===== config.mk =====
export PLATFORM = sky130hd
export DESIGN_NAME = clock_ordered_request_queue_core
export DESIGN_NICKNAME = d
export VERILOG_FILES = /design/src/hw/rtl/crq_pkg.sv /design/src/hw/rtl/crq_mem.sv /design/src/hw/rtl/clock_ordered_request_queue_core.sv
export SDC_FILE = /design/constraint.sdc
export NUM_CORES = 1
export LEC_CHECK = 0
export ABC_AREA = 1
export BUFFER_PORTS_ARGS = -buffer_cell sky130_fd_sc_hd__buf_2
export CAP_MARGIN = 20
export CORE_ASPECT_RATIO = 0.75
export CORE_MARGIN = 10
export CORE_UTILIZATION = 45
export DETAILED_ROUTE_END_ITERATION = 16
export HOLD_SLACK_MARGIN = 0.08
export PLACE_DENSITY = 0.72
export SYNTH_ARGS = -nofsm -noshare
export SYNTH_HDL_FRONTEND = slang
export SYNTH_SLANG_ARGS = --single-unit
export TNS_END_PERCENT = 50

===== constraint.sdc =====
create_clock -name clk -period 11.9 [get_ports clk]
set_clock_uncertainty 0.05 [all_clocks]
set_input_delay 3.57 -clock clk [delete_from_list [all_inputs] [get_ports clk]]
set_output_delay 3.57 -clock clk [all_outputs]
set_load 0.05 [all_outputs]

===== src/hw/rtl/crq_pkg.sv =====
// Types and constants of the clock-ordered request queue.
package crq_pkg;

	localparam int CRQ_DEPTH       = 16;
	localparam int CRQ_SOURCE_BITS = 8;
	localparam int CRQ_CLOCK_BITS  = 32;

	typedef enum logic [1:0] {
		MODE_INSERT = 2'd0,
		MODE_REMOVE = 2'd1,
		MODE_QUERY  = 2'd2
	} mode_t;

	typedef enum logic [2:0] {
		ST_IDLE,
		ST_INS,
		ST_RMS,
		ST_RMSH,
		ST_QRY,
		ST_DONE
	} state_t;

endpackage


===== src/hw/rtl/crq_mem.sv =====
// Entry memory of the request queue: one write port, one registered read port.
module crq_mem #(
	parameter int WIDTH = 40,
	parameter int DEPTH = 16,
	parameter int AW    = 4
) (
	input  logic             clk,
	input  logic             we,
	input  logic [AW-1:0]    waddr,
	input  logic [WIDTH-1:0] wdata,
	input  logic [AW-1:0]    raddr,
	output logic [WIDTH-1:0] rdata
);

	logic [WIDTH-1:0] mem [DEPTH];

	always_ff @(posedge clk) begin
		if (we) begin
			mem[waddr] <= wdata;
		end
	end

	always_ff @(posedge clk) begin
		rdata <= mem[raddr];
	end

endmodule


===== src/hw/rtl/clock_ordered_request_queue_core.sv =====
// Top level of the clock-ordered request queue: sequencer around the entry memory.
//
//   channel   handshake        payload
//   command   start / busy     mode, source, clock_req
//   result    done (strobe)    head_source, head_valid, entry_count,
//                              source_position, insert_dropped
//
// Every entry visit goes through the single read port of the entry memory.
// A query reads every queued request once; an insert first walks from the tail towards the head,
// a remove first scans all entries and then shifts those behind the hit, and both end with a query.
// After reset the queue is empty and a command may be given at once.
// busy is high from the accepting edge up to and including the cycle of done.
// The result is shown for one cycle only; the receiver cannot stall it.
module clock_ordered_request_queue_core import crq_pkg::*; #(
	parameter int DEPTH       = CRQ_DEPTH,
	parameter int SOURCE_BITS = CRQ_SOURCE_BITS,
	parameter int CLOCK_BITS  = CRQ_CLOCK_BITS,
	localparam int CW = $clog2(DEPTH + 1),
	localparam int AW = $clog2(DEPTH)
) (
	input  logic                   clk,
	input  logic                   arst_n,
	input  logic                   start,
	output logic                   busy,
	input  logic [1:0]             mode,
	input  logic [SOURCE_BITS-1:0] source,
	input  logic [CLOCK_BITS-1:0]  clock_req,
	output logic                   done,
	output logic [SOURCE_BITS-1:0] head_source,
	output logic                   head_valid,
	output logic [CW-1:0]          entry_count,
	output logic [CW-1:0]          source_position,
	output logic                   insert_dropped
);

	localparam int WW = SOURCE_BITS + CLOCK_BITS;

	state_t state_q, state_d;

	logic [SOURCE_BITS-1:0] src_q;
	logic [CLOCK_BITS-1:0]  clk_q;
	logic [CW-1:0]          cnt_q;
	logic [CW-1:0]          idx_q;
	logic                   vld_s1;
	logic [CW-1:0]          idx_s1;
	logic                   found_q;
	logic [CW-1:0]          hit_q;
	logic [CLOCK_BITS-1:0]  best_q;
	logic                   pfound_q;
	logic [CW-1:0]          pos_q;
	logic [SOURCE_BITS-1:0] head_q;
	logic                   drop_q;

	logic                   rd_en;
	logic [CW-1:0]          raddr_full;
	logic                   we;
	logic [CW-1:0]          waddr_full;
	logic [WW-1:0]          wdata;
	logic [WW-1:0]          rdata;
	logic [WW-1:0]          new_word;
	logic [SOURCE_BITS-1:0] r_src;
	logic [CLOCK_BITS-1:0]  r_clk;
	logic                   ent_less;
	logic                   ins_fin;
	logic                   rm_take;
	logic                   rm_fin;

	assign new_word   = {clk_q, src_q};
	assign r_src      = rdata[SOURCE_BITS-1:0];
	assign r_clk      = rdata[WW-1:SOURCE_BITS];
	assign ent_less   = rdata < new_word;
	assign raddr_full = (state_q == ST_INS) ? idx_q - CW'(1) : idx_q;

	crq_mem #(
		.WIDTH(WW),
		.DEPTH(DEPTH),
		.AW   (AW)
	) u_mem (
		.clk  (clk),
		.we   (we),
		.waddr(waddr_full[AW-1:0]),
		.wdata(wdata),
		.raddr(raddr_full[AW-1:0]),
		.rdata(rdata)
	);

	always_comb begin
		state_d    = state_q;
		rd_en      = 1'b0;
		we         = 1'b0;
		waddr_full = '0;
		wdata      = rdata;
		ins_fin    = 1'b0;
		rm_take    = 1'b0;
		rm_fin     = 1'b0;
		case (state_q)
			ST_IDLE: begin
				if (start) begin
					case (mode_t'(mode))
						MODE_INSERT: begin
							state_d = (cnt_q == CW'(DEPTH)) ? ST_QRY : ST_INS;
						end
						MODE_REMOVE: state_d = ST_RMS;
						MODE_QUERY:  state_d = ST_QRY;
						default:     state_d = ST_QRY;
					endcase
				end
			end
			ST_INS: begin
				rd_en = (idx_q != '0);
				if (vld_s1) begin
					we         = 1'b1;
					waddr_full = idx_s1 + CW'(1);
					if (ent_less) begin
						wdata   = new_word;
						rd_en   = 1'b0;
						ins_fin = 1'b1;
						state_d = ST_QRY;
					end
				end else if (idx_q == '0) begin
					we      = 1'b1;
					wdata   = new_word;
					ins_fin = 1'b1;
					state_d = ST_QRY;
				end
			end
			ST_RMS: begin
				rd_en = (idx_q != cnt_q);
				if (vld_s1 && r_src == src_q && (!found_q || r_clk < best_q)) begin
					rm_take = 1'b1;
				end
				if (!vld_s1 && idx_q == cnt_q) begin
					state_d = found_q ? ST_RMSH : ST_QRY;
				end
			end
			ST_RMSH: begin
				rd_en = (idx_q != cnt_q);
				if (vld_s1) begin
					we         = 1'b1;
					waddr_full = idx_s1 - CW'(1);
				end
				if (!vld_s1 && idx_q == cnt_q) begin
					rm_fin  = 1'b1;
					state_d = ST_QRY;
				end
			end
			ST_QRY: begin
				rd_en = (idx_q != cnt_q);
				if (!vld_s1 && idx_q == cnt_q) begin
					state_d = ST_DONE;
				end
			end
			ST_DONE: state_d = ST_IDLE;
			default: state_d = ST_IDLE;
		endcase
	end

	always_ff @(posedge clk or negedge arst_n) begin
		if (!arst_n) begin
			state_q  <= ST_IDLE;
			cnt_q    <= '0;
			idx_q    <= '0;
			vld_s1   <= 1'b0;
			found_q  <= 1'b0;
			pfound_q <= 1'b0;
			drop_q   <= 1'b0;
		end else begin
			state_q <= state_d;
			vld_s1  <= rd_en;
			if (state_d != state_q) begin
				case (state_d)
					ST_INS:  idx_q <= cnt_q;
					ST_RMSH: idx_q <= hit_q + CW'(1);
					default: idx_q <= '0;
				endcase
			end else if (rd_en) begin
				idx_q <= (state_q == ST_INS) ? idx_q - CW'(1) : idx_q + CW'(1);
			end
			if (ins_fin) begin
				cnt_q <= cnt_q + CW'(1);
			end else if (rm_fin) begin
				cnt_q <= cnt_q - CW'(1);
			end
			if (state_q == ST_IDLE && start) begin
				found_q  <= 1'b0;
				pfound_q <= 1'b0;
				drop_q   <= (mode_t'(mode) == MODE_INSERT) && (cnt_q == CW'(DEPTH));
			end
			if (rm_take) begin
				found_q <= 1'b1;
			end
			if (state_q == ST_QRY && vld_s1 && r_src == src_q) begin
				pfound_q <= 1'b1;
			end
		end
	end

	always_ff @(posedge clk) begin
		idx_s1 <= raddr_full;
		if (state_q == ST_IDLE && start) begin
			src_q <= source;
			clk_q <= clock_req;
		end
		if (rm_take) begin
			hit_q  <= idx_s1;
			best_q <= r_clk;
		end
		if (state_q == ST_QRY && vld_s1) begin
			if (idx_s1 == '0) begin
				head_q <= r_src;
			end
			if (r_src == src_q && !pfound_q) begin
				pos_q <= idx_s1;
			end
		end
	end

	assign busy            = (state_q != ST_IDLE);
	assign done            = (state_q == ST_DONE);
	assign head_valid      = (cnt_q != '0);
	assign head_source     = head_valid ? head_q : '0;
	assign entry_count     = cnt_q;
	assign source_position = pfound_q ? pos_q : cnt_q;
	assign insert_dropped  = drop_q;

endmodule


==> results of run 1 <==
-- kinds of logic after synthesis --
logic type | share of synthesized area [%]
buffers and inverters | 4.08
and+or+nand+nor | 14.3
adders and majority gates | 3.14
AOI/OAI and AO/OA | 7.09
xor gates and xnor gates | 0.369
DFF | 69.9
muxes | 1.08
-- final cells by class --
cell class | count | area share (%)
Clock inverter | 39 | 1.04
Sequential cell | 792 | 62.8
Timing Repair Buffer | 95 | 1.55
Multi-Input combinational cell | 1741 | 23.8
Clock buffer | 100 | 5.52
Inverter | 194 | 1.99
Tap cell | 968 | 3.27
-- sequential cells by signal (all words and copies together), names as in the netlist --
name            flops
best_q             32
clk_q              32
entry_count         5
found_q             1
head_q              8
hit_q               5
idx_q               5
idx_s1              5
insert_dropped      1
pfound_q            1
pos_q               5
src_q               8
state_q             3
u_mem.mem         640
u_mem.rdata        40
vld_s1              1
-- synth_stat cells (36+ instances only) --
master / number / area share, %
a31oi_1: 142 / 2.7
clkbuf_1: 90 / 1.0
dfxtp_1: 45 / 2.7
edfxtp_1: 730 / 66
ha_1: 82 / 3.1
inv_1: 182 / 2.1
mux2i_1: 36 / 1.1
nand2_1: 964 / 11
nand3_1: 101 / 1.5
nor2_1: 95 / 1.1
o211ai_1: 40 / 0.90
o21ai_0: 100 / 1.5
o21ai_1: 80 / 1.2
-- worst register-to-register path, stage by stage (launching register included) --
cell and delay, ns:
dfrtp_1 0.42, nor2_1 0.12, nand2_1 0.41, ha_4 0.58
buf_4 0.77, buf_12 0.55, buf_4 1.17, nand2_1 0.13
nand3_1 0.12, o21ai_0 0.11, o21ai_1 0.22, nor2_1 0.08
a31oi_1 0.17
-- final timing paths --
| path | slack [ns] | startpoint | to |
|---|---|---|---|
| min | 0.39 | u_mem.rdata[0] | head_q[0] |
| max reg2reg | 6.95 | state_q[1] | u_mem.rdata[7] |
| min reg2reg | 0.39 | u_mem.rdata[0] | head_q[0] |
| min in group asynchronous | 2.84 | arst_n | state_q[0] |
| max | 5.95 | entry_count[0] | head_source[2] |
| max in group asynchronous | 8.66 | arst_n | entry_count[4] |
-- cell usage in the layout, fill, tap and decap left out, types with 6 or more instances in the layout --
| cell type | netlist | routed |
|---|---|---|
| o211ai_1 | 40 | 40 |
| bufinv_16 | 0 | 6 |
| ha_1 | 82 | 81 |
| clkinvlp_4 | 0 | 6 |
| buf_4 | 10 | 27 |
| inv_2 | 11 | 12 |
| nand3_1 | 101 | 101 |
| nor2_1 | 95 | 80 |
| edfxtp_1 | 730 | 730 |
| nand2_1 | 964 | 964 |
| a21oi_1 | 35 | 35 |
| xor2_1 | 10 | 10 |
| o21ai_1 | 80 | 79 |
| mux2i_1 | 36 | 36 |
| a31oi_1 | 142 | 142 |
| nand4_1 | 9 | 9 |
| inv_1 | 182 | 181 |
| clkinv_2 | 0 | 11 |
| nor2_4 | 2 | 17 |
| clkinv_1 | 1 | 10 |
| clkbuf_1 | 90 | 20 |
| dfrtp_1 | 17 | 17 |
| buf_2 | 32 | 66 |
| clkbuf_16 | 0 | 77 |
| dfxtp_1 | 45 | 45 |
| o21ai_0 | 100 | 100 |
-- layer usage --
layer / up-vias / part of all wire (%) / wire length [um] / track usage (%)
met5: - / 0 / 0 / 0
met3: 145 / 8.9 / 6930 / 3.59
met4: 0 / 2.5 / 1920 / 4.93
met2: 862 / 44 / 34600 / 27.0
li1: 10025 / - / - / -
met1: 10081 / 44 / 34400 / 25.3
-- through the flow --
| step | hold WS (ns) | setup WS (ns) | utilization (%) |
|---|---|---|---|
| 6_report | 0.389 | 5.95 | 50.4 |
| 5_1_grt | 0.406 | 5.78 | 50.4 |
| 4_1_cts | 0.389 | 5.88 | 50.4 |
| 3_5_place_dp | 0.374 | 6.33 | 47.1 |
| 3_3_place_gp | 0.370 | 6.36 | 47.1 |
| 2_1_floorplan | 0.358 | 6.33 | - |
-- power breakdown --
part           switching [mW]  internal (mW)
clock network            1.02           1.35
logic                    2.78           1.05
registers               0.212           3.74
total                    4.01           6.13
==> reports/metrics.yaml, run 1 <==
cts_buffers: 75
layout.nets: 3027
fin_crit_ns: 5.95
power.leakage_nw: 14.3
cts_resized: 0
path_cells: "nor4_1, nand2_1, nand2_1, inv_1, buf_2"
dieArea_sq_mm: 0.0853
chipHeight_um: 255
drt_first_pass_iters: 6
instances_no_fill: 3929
slew_headroom_pct: 29.3
cp-end-kind: "output port"
postCtsSetupRepairBufs: 0
antenna_found_initial: 1
cts.path.max_buffers: 3
post-route-period-util_pct: 50.0
drv_slew: 0
p_per_area_mw_per_mm2: 274
synth-edff-count: 730
grt_setup_unrepaired: "false"
synth_seq_cells: 792
peakVddDrop_mv: 0.222
total_power_mw: 10.1
ys_types: 45
hold_violations: 0
rr_worst_depth: 12
final_area_sq_mm: 0.0370
cpMaxStageDelayCell: "dfrtp_1"
cp.buffers_inverters: 2
drc: 0
clockRootBuffer: "clkbuf_16"
multiInputGateArea_sq_mm: 0.00880
setup_viol: 0
synthesis.area_sq_mm: 0.0333
hpwlAfterDp_um: 40600
hold_class: "reg2reg"
hold_depth: 0
critical_path_peak_fanout: 9
initial_utilization_pct: 45.3
grt_max_degree: 226
rows: 86
routed_via_density: 5.37
final_layout_size_suffix_gt1_share_pct: 8.71
area_growth_pct: 11.2
wirelength_um: 77800
fmax_mhz: 168
synth_area_per_cell_sq_um: 11.6
yosysSeqAreaShare_pct: 69.9
synth_nets: 2994
syn_inst: 2866
pin_count: 67
clkSinkCount: 792
crit_family: "simple AND/OR/NAND/NOR gates"
ant_nets: 0
initialDrtViolationCount: 2585
vias: 21113
cp-start-kind: "flip-flop"
fin_setup_tns_ns: 0
tightest_slew_ns: 1.06
crit_top_cell: "nand2_1"
yosysWarningCount: 0
die_w_um: 334
place_area_sq_mm: 0.0346
cts_max_level: 3
wl_per_cell_um: 19.8
max_stage_delay_ns: 0.50
crit_cells: 5
gp_congestion: 0.823
outcome: "completed"
grt_pass1_wl_um: 117000
critPathArrivalTime_ns: 2.33
diodes: 0
portBuffers: 66
nFillCells: 6201
clkLatencyLatePin_ns: 0.62
critPathKind: "reg2out"
ff_latch_area_sq_mm: 0.0232
async_flop_share_pct: 2.15
required_ns: 8.28
grt_usage_pct: 17.6
coreArea_sq_mm: 0.0734
grt_pass1_vias: 19660
synth-main-ff-cell: "edfxtp_1"
cts.clk_slew.worst_paths_ns: 0.06
placed_cells: 3790
cts_tree: "done"
grt_remaining_overflow: 0
postCtsHoldBufs: 0
max-cap-violations: 0
(Power assumes the default switching activity.)
==> run 2, diff against run 1 <==
==> constraint.sdc (replaced) <==
create_clock -name clk -period 6.05 [get_ports clk]
set_clock_uncertainty 0.05 [all_clocks]
set_input_delay 1.815 -clock clk [delete_from_list [all_inputs] [get_ports clk]]
set_output_delay 1.815 -clock clk [all_outputs]
set_load 0.05 [all_outputs]
==> reports/metrics.yaml, run 2 (same netlist as run 1, synthesis figures left out) <==
postCtsHoldBufs: 0  # unchanged
chipHeight_um: 255  # unchanged
setup_viol: 0  # unchanged
initial_utilization_pct: 45.3  # unchanged
crit_family: "simple AND/OR/NAND/NOR gates"
pin_count: 67  # unchanged
cts_tree: "done"
drc: 0  # unchanged
peakVddDrop_mv: 0.605  # +170%
wl_per_cell_um: 20.0  # +1.1%
die_w_um: 334  # unchanged
initialDrtViolationCount: 2514  # -2.7%
area_growth_pct: 11.9
gp_congestion: 0.865  # +5.1%
routed_via_density: 5.44  # +1.3%
grt_max_degree: 221  # -2.2%
tightest_slew_ns: 1.08  # +0.0215 ns
diodes: 0  # unchanged
hpwlAfterDp_um: 43200  # +6.5%
nFillCells: 6174  # -0.44%
grt_usage_pct: 17.9  # +0.28 points
cts.clk_slew.worst_paths_ns: 0.06  # about the same
max_stage_delay_ns: 0.54  # +0.04 ns
largest_reg_flops: 640  # unchanged
drt_first_pass_iters: 6  # unchanged
cp.buffers_inverters: 2  # unchanged
p_per_area_mw_per_mm2: 544  # +99%
grt_setup_unrepaired: "false"
placed_cells: 3793  # +0.079%
clkSinkCount: 792  # unchanged
critPathKind: "reg2out"
finalHoldWorstSlack_ns: 0.397  # +0.00727 ns
cts_max_level: 3  # unchanged
post-place-ws_ns: 2.01  # -4.32 ns
cpMaxStageDelayCell: "nor4_1"
post-route-period-util_pct: 70.8
total_power_mw: 20.3  # +100%
crit_cells: 5  # unchanged
clockRootBuffer: "clkbuf_16"
clkLatencyLatePin_ns: 0.63  # about the same
rr_worst_depth: 17  # +5
fin_setup_tns_ns: 0  # unchanged
max-cap-violations: 0  # unchanged
regMostFlops: "u_mem.mem"
power.leakage_nw: 14.4  # +0.74%
required_ns: 4.18  # -4.10 ns
fin_crit_ns: 4.28
fmax_mhz: 233
hold_violations: 0  # unchanged
layout.nets: 3032  # +0.17%
crit_top_cell: "nand2_1"
coreArea_sq_mm: 0.0734  # unchanged
portBuffers: 66  # unchanged
final_cell_mix: "nand2_1, edfxtp_1, inv_1, a31oi_1, nand3_1"
dieArea_sq_mm: 0.0853  # unchanged
ant_nets: 0  # unchanged
path_cells: "nor4_1, nand2_1, nand2_1, inv_1, buf_2"
largest_registers: "u_mem.mem: 640 flops, u_mem.rdata: 40 flops"
hold_depth: 0  # unchanged
grt_remaining_overflow: 0  # unchanged
postCtsSetupRepairBufs: 0  # unchanged
cp-start-kind: "flip-flop"
cts_buffers: 75  # unchanged
antenna_found_initial: 0  # -1
place_area_sq_mm: 0.0346  # +0.10%
hold_class: "reg2reg"
vias: 21418  # +1.4%
outcome: "completed"
cts.path.max_buffers: 3  # unchanged
wirelength_um: 78700  # +1.2%
slew_headroom_pct: 27.9  # -1.4 points
critPathArrivalTime_ns: 2.42  # +0.09 ns
layout_commonest_cell: "nand2_1"
drv_slew: 0  # unchanged
final_core_util_pct: 50.7  # +0.28 points
rows: 86  # unchanged
grt_pass1_wl_um: 120000  # +2.1%
critical_path_peak_fanout: 9  # unchanged
final_layout_size_suffix_gt1_share_pct: 9.04  # +0.32 points
final_area_sq_mm: 0.0372  # +0.56%
cts_resized: 0  # unchanged
instances_no_fill: 3934  # +0.13%
cp-end-kind: "output port"
grt_pass1_vias: 20188  # +2.7%
worst_slack_ns: 1.77  # -4.19 ns
run 2: changes by cell type in the layout (fill, tap and decap cells not counted), sizes merged:
cell,delta
clkinv,-10
inv,+3
buf,+5
clkinvlp,-2
bufinv,+2
clkbuf,+7
run 2: cell type report:
class                           count  area [sq um]  share of cell area (%)
Clock buffer                      107          2110                    5.66
Inverter                          194           736                    1.98
Sequential cell                   792         23200                    62.5
Timing Repair Buffer              100           656                    1.76
Clock inverter                     32           448                    1.20
Tap cell                          968          1210                    3.25
Multi-Input combinational cell   1741          8800                    23.7
run 2: final timing paths:
kind	startpoint	endpoint	slack (ns)
worst max register to register	clk_q[31]	entry_count[4]	1.93
worst min-delay path	u_mem.rdata[0]	head_q[0]	0.40
worst min register to register	u_mem.rdata[0]	head_q[0]	0.40
max in group asynchronous	arst_n	vld_s1	4.59
min in group asynchronous	arst_n	entry_count[1]	1.06
worst max-delay path	entry_count[0]	head_source[4]	1.77
run 2: power breakdown:
part	total (mW)	switching, mW	internal, mW
sequential	7.76	0.411	7.35
clock	4.86	2.05	2.81
combinational	7.65	5.56	2.09
total	20.3	8.02	12.2
run 2: per-layer routing:
metal | wire length [um] | GRT usage (%) | vias up
li1 | - | - | 10063
met1 | 34100 | 25.3 | 10305
met2 | 34600 | 26.8 | 920
met3 | 8460 | 5.21 | 130
met4 | 1620 | 4.89 | 0
met5 | 0 | 0 | -
